==> src/rtl/qaar_pkg.sv <==
// ----------------------------------------------------------------------------
// qaar_pkg
// Shared types and constants of the quaternion axis-angle rotate unit.
// ----------------------------------------------------------------------------
package qaar_pkg;

  localparam int CordicSteps = 30;
  localparam int QFrac       = 24;
  localparam logic signed [32:0] CordicGain = 33'sd652032874;

  // arctan(2^-i) in units of 2^-32 of a turn, as a half-angle phase
  localparam logic [31:0] ATAN_TAB [CordicSteps] = '{
    32'h20000000, 32'h12E4051E, 32'h09FB385B, 32'h051111D4, 32'h028B0D43,
    32'h0145D7E1, 32'h00A2F61E, 32'h00517C55, 32'h0028BE53, 32'h00145F2F,
    32'h000A2F98, 32'h000517CC, 32'h00028BE6, 32'h000145F3, 32'h0000A2FA,
    32'h0000517D, 32'h000028BE, 32'h0000145F, 32'h00000A30, 32'h00000518,
    32'h0000028C, 32'h00000146, 32'h000000A3, 32'h00000051, 32'h00000029,
    32'h00000014, 32'h0000000A, 32'h00000005, 32'h00000003, 32'h00000001
  };

  // CORDIC vector: x -> cosine, y -> sine, z -> residual phase
  typedef struct packed {
    logic signed [32:0] x;
    logic signed [32:0] y;
    logic signed [32:0] z;
    logic               neg;
  } cs_t;

  // point and axis riding along with the CORDIC vector
  typedef struct packed {
    logic signed [31:0] px;
    logic signed [31:0] py;
    logic signed [31:0] pz;
    logic signed [15:0] ax;
    logic signed [15:0] ay;
    logic signed [15:0] az;
  } item_t;

endpackage

==> src/rtl/qaar_cordic_cell.sv <==
// ----------------------------------------------------------------------------
// qaar_cordic_cell
// One rotation-mode CORDIC micro-rotation with its pipeline register.
// ----------------------------------------------------------------------------
module qaar_cordic_cell #(
  parameter int STEP = 0
) (
  input  logic            clk,
  input  logic            rst,
  input  logic            en,
  input  logic            in_valid,
  input  qaar_pkg::cs_t   in_cs,
  input  qaar_pkg::item_t in_item,
  output logic            out_valid,
  output qaar_pkg::cs_t   out_cs,
  output qaar_pkg::item_t out_item
);

  localparam logic signed [32:0] Atan = {1'b0, qaar_pkg::ATAN_TAB[STEP]};

  qaar_pkg::cs_t      cs_next;
  logic signed [32:0] xs;
  logic signed [32:0] ys;

  always_comb begin
    xs = in_cs.x >>> STEP;
    ys = in_cs.y >>> STEP;
    cs_next = in_cs;
    if (!in_cs.z[32]) begin
      cs_next.x = in_cs.x - ys;
      cs_next.y = in_cs.y + xs;
      cs_next.z = in_cs.z - Atan;
    end else begin
      cs_next.x = in_cs.x + ys;
      cs_next.y = in_cs.y - xs;
      cs_next.z = in_cs.z + Atan;
    end
  end

  always_ff @(posedge clk) begin
    if (rst) begin
      out_valid <= 1'b0;
    end else if (en) begin
      out_valid <= in_valid;
    end
  end

  always_ff @(posedge clk) begin
    if (en) begin
      out_cs   <= cs_next;
      out_item <= in_item;
    end
  end

endmodule

==> config.mk <==
export PLATFORM = sky130hd
export DESIGN_NAME = qaar_cordic_cell
export DESIGN_NICKNAME = d
export VERILOG_FILES = /design/src/rtl/qaar_pkg.sv /design/src/rtl/qaar_cordic_cell.sv
export SDC_FILE = /design/constraint.sdc
export NUM_CORES = 1
export LEC_CHECK = 0
export ABC_AREA = 1
export BUFFER_PORTS_ARGS = -buffer_cell sky130_fd_sc_hd__buf_4
export CAP_MARGIN = 30
export CORE_MARGIN = 5
export CORE_UTILIZATION = 47
export CTS_CLUSTER_DIAMETER = 80
export DETAILED_ROUTE_END_ITERATION = 10
export PLACE_DENSITY_LB_ADDON = 0.2
export RECOVER_POWER = 25
export SYNTH_ARGS = -nofsm -noshare
export SYNTH_HDL_FRONTEND = slang
export SYNTH_SLANG_ARGS = --single-unit
==> constraint.sdc <==
create_clock -name clk -period 1.87 [get_ports clk]
set_input_delay 0.374 -clock clk [delete_from_list [all_inputs] [get_ports clk]]
set_output_delay 0.374 -clock clk [all_outputs]
set_load 0.05 [all_outputs]
Yosys cells after proc, flatten, opt, wreduce, memory -nomap -nowiden
Index checks and enable logic that the tools add are counted.
- flip-flop bits (word level): 245
- logic and storage cells: 17
- muxes and demuxes: 1
- add/sub/neg operators: 5
- operators by type and width (cell ; count):
    2-to-1 mux 99 bit ; 1
    subtractor 33 bit ; 2
    adder 33 x 31 -> 33 bit (second input constant) ; 1
    adder 33 bit ; 1
    subtractor 33 x 31 -> 33 bit (second input constant) ; 1

Longest topological paths before layout
- depth after elaboration: 2
- gate-level depth with buffers: 17

Least setup slack after synthesis
Ideal clock, no wire load.
- kind: input to register
- start point: input in_cs[34] (netlist name)
- end point: register out_cs[66] (netlist name) (data pin)
- cell stages on the path: 15
- path slack: -0.140 ns
- data required time: 1.616 ns
- setup time: 0.254 ns
- arrival time: 1.756 ns
- path buffers: 0
- path through: inv_1 -> ha_1 -> fa_1 -> inv_1 -> nand2_1 -> nand2_1 -> nand2_1 -> nand2_1 -> nand2_1 -> nand2_1 -> nand2_1 -> nand2_1 -> nand2_1 -> nand3_1 -> nand2_1
- RTL lines (element ; RTL line ; text):
    start, declared ; qaar_cordic_cell.sv:12 ; input qaar_pkg::cs_t in_cs,
    end signal, assigned ; qaar_cordic_cell.sv:50 ; out_cs <= cs_next;
    end, declared ; qaar_cordic_cell.sv:15 ; output qaar_pkg::cs_t out_cs,

Worst setup path in the final report
- start point: input en
- end point: register out_cs[51] (netlist name) (enable)
- RTL lines (element ; RTL line ; text):
    start, declared ; qaar_cordic_cell.sv:10 ; input logic en,
No word-level cell between the ends.

==> flow_summary.json <==
{
  "p_int_mw": 12.72,
  "arrival_ns": 2.03,
  "clock.fmax_mhz": 545.8,
  "grt_max_degree": 60,
  "cts_root_buf": "clkbuf_16",
  "synth_area_sq_mm": 0.01515,
  "reg2reg_to": "out_valid",
  "rr_worst_depth": 2,
  "drive_gt1_frac": 0.3196,
  "synth_area_leader_cell": "edfxtp_1",
  "min_path_cells": 3,
  "hpwlAfterDp_um": 52090,
  "switchingPower_mw": 7.605,
  "required_ns": 2.07,
  "synthesis.nets": 2216,
  "yosys_warnings": 0,
  "startpoint_type": "primary input",
  "cpMaxStageDelayCell": "clkbuf_2",
  "grtUsageTotal": 0.3772,
  "powerDensity_mw_per_mm2": 850.4,
  "drv_slew": 0,
  "path_class": "primary input to flip-flop",
  "synth_cell_types": 39,
  "cpPeakStageDelay_ns": 0.86,
  "ir_worst_vdd_v": 0.0007446,
  "post_drt_wl_per_cell_um": 22.66,
  "max-slew-margin-rel": 0.2099,
  "p_leak_nw": 11.98,
  "endpoint_kind": "flip-flop",
  "hold_path.class": "primary input to flip-flop",
  "timing.final.crit_share": 0.9799,
  "rsz0062_at_grt": "yes",
  "syn_inst": 1866,
  "insertion_delay_ns": 0.58,
  "worstPathCellList": "clkbuf_2 -> clkbuf_4",
  "dieWidth_um": 189.5,
  "clock_sinks": 244,
  "timing.rr.start": "out_valid",
  "drtPass1Iterations": 5,
  "antenna_found_initial": 5,
  "yosys-top-cells-area": "edfxtp_1 (48%), nand2_1 (16%), inv_1 (8.3%)",
  "pin_count": 493,
  "fin_ws_ns": 0.03768,
  "fin_hold_ws_ns": 0.07402,
  "fin_nets": 3077,
  "holdPathEnd": "out_valid",
  "ys_seq_area_frac": 0.4829,
  "post_dp_cell_area_sq_mm": 0.02103,
  "critical-path-top-delay-family": "buffers and inverters",
  "min_period_ns": 1.832,
  "fp-row-count": 65,
  "syn_area_per_cell_sq_um": 8.119,
  "swShare": 0.3742,
  "synth_edf_count": 243,
  "final-hold-violation-count": 0,
  "power_frac_seq": 0.340,
  "globalplace.congestion": 0.9896,
  "ys_ff_latch": 244,
  "tightest_slew_ns": 1.185,
  "critPathBufInv": 2,
  "path_max_fanout": 40,
  "htree_levels": 1,
  "maxCapViolCount": 0,
  "die_h_um": 189.5,
  "cts_buffer_depth": 3,
  "core_area_sq_mm": 0.03172,
  "cts_tree": "built",
  "synth.top_cell.area_share": 0.4816,
  "route.detailed.drc": 0,
  "cts_buffers": 29,
  "clkPwrFrac": 0.304,
  "start_util": 0.4777,
  "drtIter0Drc": 1594,
  "area_growth_pct": 57.76,
  "ant_nets": 0,
  "reg2reg_slack_ns": 1.26,
  "grt_pass1_wl_um": 101900,
  "globalRoute.totalOverflow": 0,
  "path_clk_slew_ns": 0.06,
  "vias": 16765,
  "synth_ff_type": "edfxtp_1",
  "grt_pass1_vias": 16232,
  "place_ws_ns": -0.5614,
  "viasPerCell": 5.310,
  "final_util": 0.7536,
  "min_from": "in_valid",
  "combPwrFrac": 0.356,
  "skew_ns": 0,
  "io_buffers": 492,
  "fp.dieArea_sq_mm": 0.03593,
  "wirelength_um": 71550,
  "setup_viol": 0,
  "outcome": "finished clean",
  "stdcell_area_sq_mm": 0.02390,
  "async_reset_ff_frac": 0
}
## stage by stage
step                setup TNS (ns)  power (mW)  instances
global placement            -23.98       13.55       2922
floorplan                  -0.2011       10.77       1866
detailed placement          -25.24       13.61       2922
finish                           0       20.33       3157
CTS                              0       19.91       3150
global route              -0.05767       20.95       3155
## worst min-delay path, stage by stage
cell     delay [ns]
buf_4          0.08
mux2i_1        0.05
nor2_1         0.11
## cells by family after synthesis
family | synth area share
compound gates | 0.04881
buf+inv | 0.1029
simple gates | 0.2640
mux | 0.0006607
flops | 0.4829
fa+ha+maj | 0.08622
xor+xnor | 0.01445
## power by group through the flow
| stage | logic, mW | clock network, mW | registers, mW |
|---|---|---|---|
| 2_1_floorplan | 2.00 | 0 | 8.77 |
| 3_3_place_gp | 6.60 | 0 | 6.94 |
| 3_5_place_dp | 6.67 | 0 | 6.95 |
| 4_1_cts | 7.02 | 6.03 | 6.86 |
| 5_1_grt | 7.58 | 6.43 | 6.94 |
| 6_report | 7.23 | 6.19 | 6.91 |
## layer usage
metal  share of wire  GRT usage  wire [um]  up-vias
li1                -          -          -     7640
met1            0.38     0.4847      27140     7860
met2            0.45     0.6114      32190     1034
met3            0.10    0.07321       7406      227
met4           0.067     0.1917       4784        4
met5         0.00038          0         27        -
## layout make-up
type | count | area, sq um
Clock inverter | 21 | 254.0
Sequential cell | 244 | 7317
Timing Repair Buffer | 874 | 7044
Tap cell | 402 | 503.0
Multi-Input combinational cell | 1229 | 6705
Antenna cell | 5 | 12.51
Clock buffer | 33 | 740.7
Fill cell | 2310 | 7816
Inverter | 349 | 1325
## flip-flops by register name (all words and copies together), names as in the netlist
| name | cells |
|---|---|
| out_item | 144 |
| out_cs | 99 |
| out_valid | 1 |
## placed cells by master, fill, tap and decap left out, types with 4 or more instances in the layout
| master | instances |
|---|---|
| o21ai_1 | 6 |
| a31oi_1 | 4 |
| nor3_1 | 5 |
| buf_4 | 562 |
| ha_2 | 18 |
| clkinv_2 | 4 |
| dlygate4sd3_1 | 174 |
| clkinv_1 | 7 |
| o21ai_0 | 31 |
| o22ai_1 | 4 |
| inv_1 | 325 |
| clkbuf_4 | 107 |
| nand3_2 | 4 |
| nand3_1 | 157 |
| xor2_1 | 25 |
| edfxtp_1 | 243 |
| a21oi_2 | 13 |
| bufinv_16 | 5 |
| clkbuf_16 | 29 |
| ha_1 | 71 |
| nor2_1 | 79 |
| nor2_4 | 12 |
| inv_2 | 21 |
| nor2_2 | 29 |
| nand2_2 | 34 |
| buf_12 | 10 |
| clkbuf_1 | 24 |
| nand2_1 | 619 |
| ha_4 | 9 |
| a21oi_1 | 60 |
| diode_2 | 5 |
| nand4_1 | 16 |
| o21bai_1 | 11 |
## how the worst max path moves through the flow
| stage | from | endpoint | slack [ns] | depth (start not counted) |
|---|---|---|---|---|
| floorplan | in_cs[67] | out_cs[99] | -0.03 | 15 |
| global placement | in_cs[57] | out_cs[99] | -0.58 | 14 |
| detailed placement | in_cs[38] | out_cs[99] | -0.56 | 14 |
| CTS | in_cs[38] | out_cs[99] | 0.04 | 14 |
| global route | in_cs[67] | out_cs[97] | -0.02 | 13 |
| finish | en | out_cs[51] | 0.04 | 2 |
## Yosys cell counts, types with 3 or more instances
library cell / count
o21ai_0: 32
ha_1: 98
o21ai_1: 5
clkbuf_1: 11
nor2_2: 11
o22ai_1: 4
o21bai_1: 12
nand2_2: 13
buf_2: 16
nand3_1: 161
inv_1: 337
fa_1: 4
nor3_1: 6
edfxtp_1: 243
nor3_2: 3
a31oi_1: 4
nor2_1: 107
nand4_1: 16
inv_2: 10
buf_4: 15
xor2_1: 25
a21oi_1: 72
nand2_1: 641
## what timing repair did
| item | in CTS | in global routing |
|---|---|---|
| setup buffers | 0 | 2 |
| hold endpoints to repair | 174 | 0 |
| gates resized for setup | 0 | 61 |
| hold buffers | 174 | 0 |
| setup endpoints to repair | 0 | 37 |
Power figures use the tool's default switching activity.
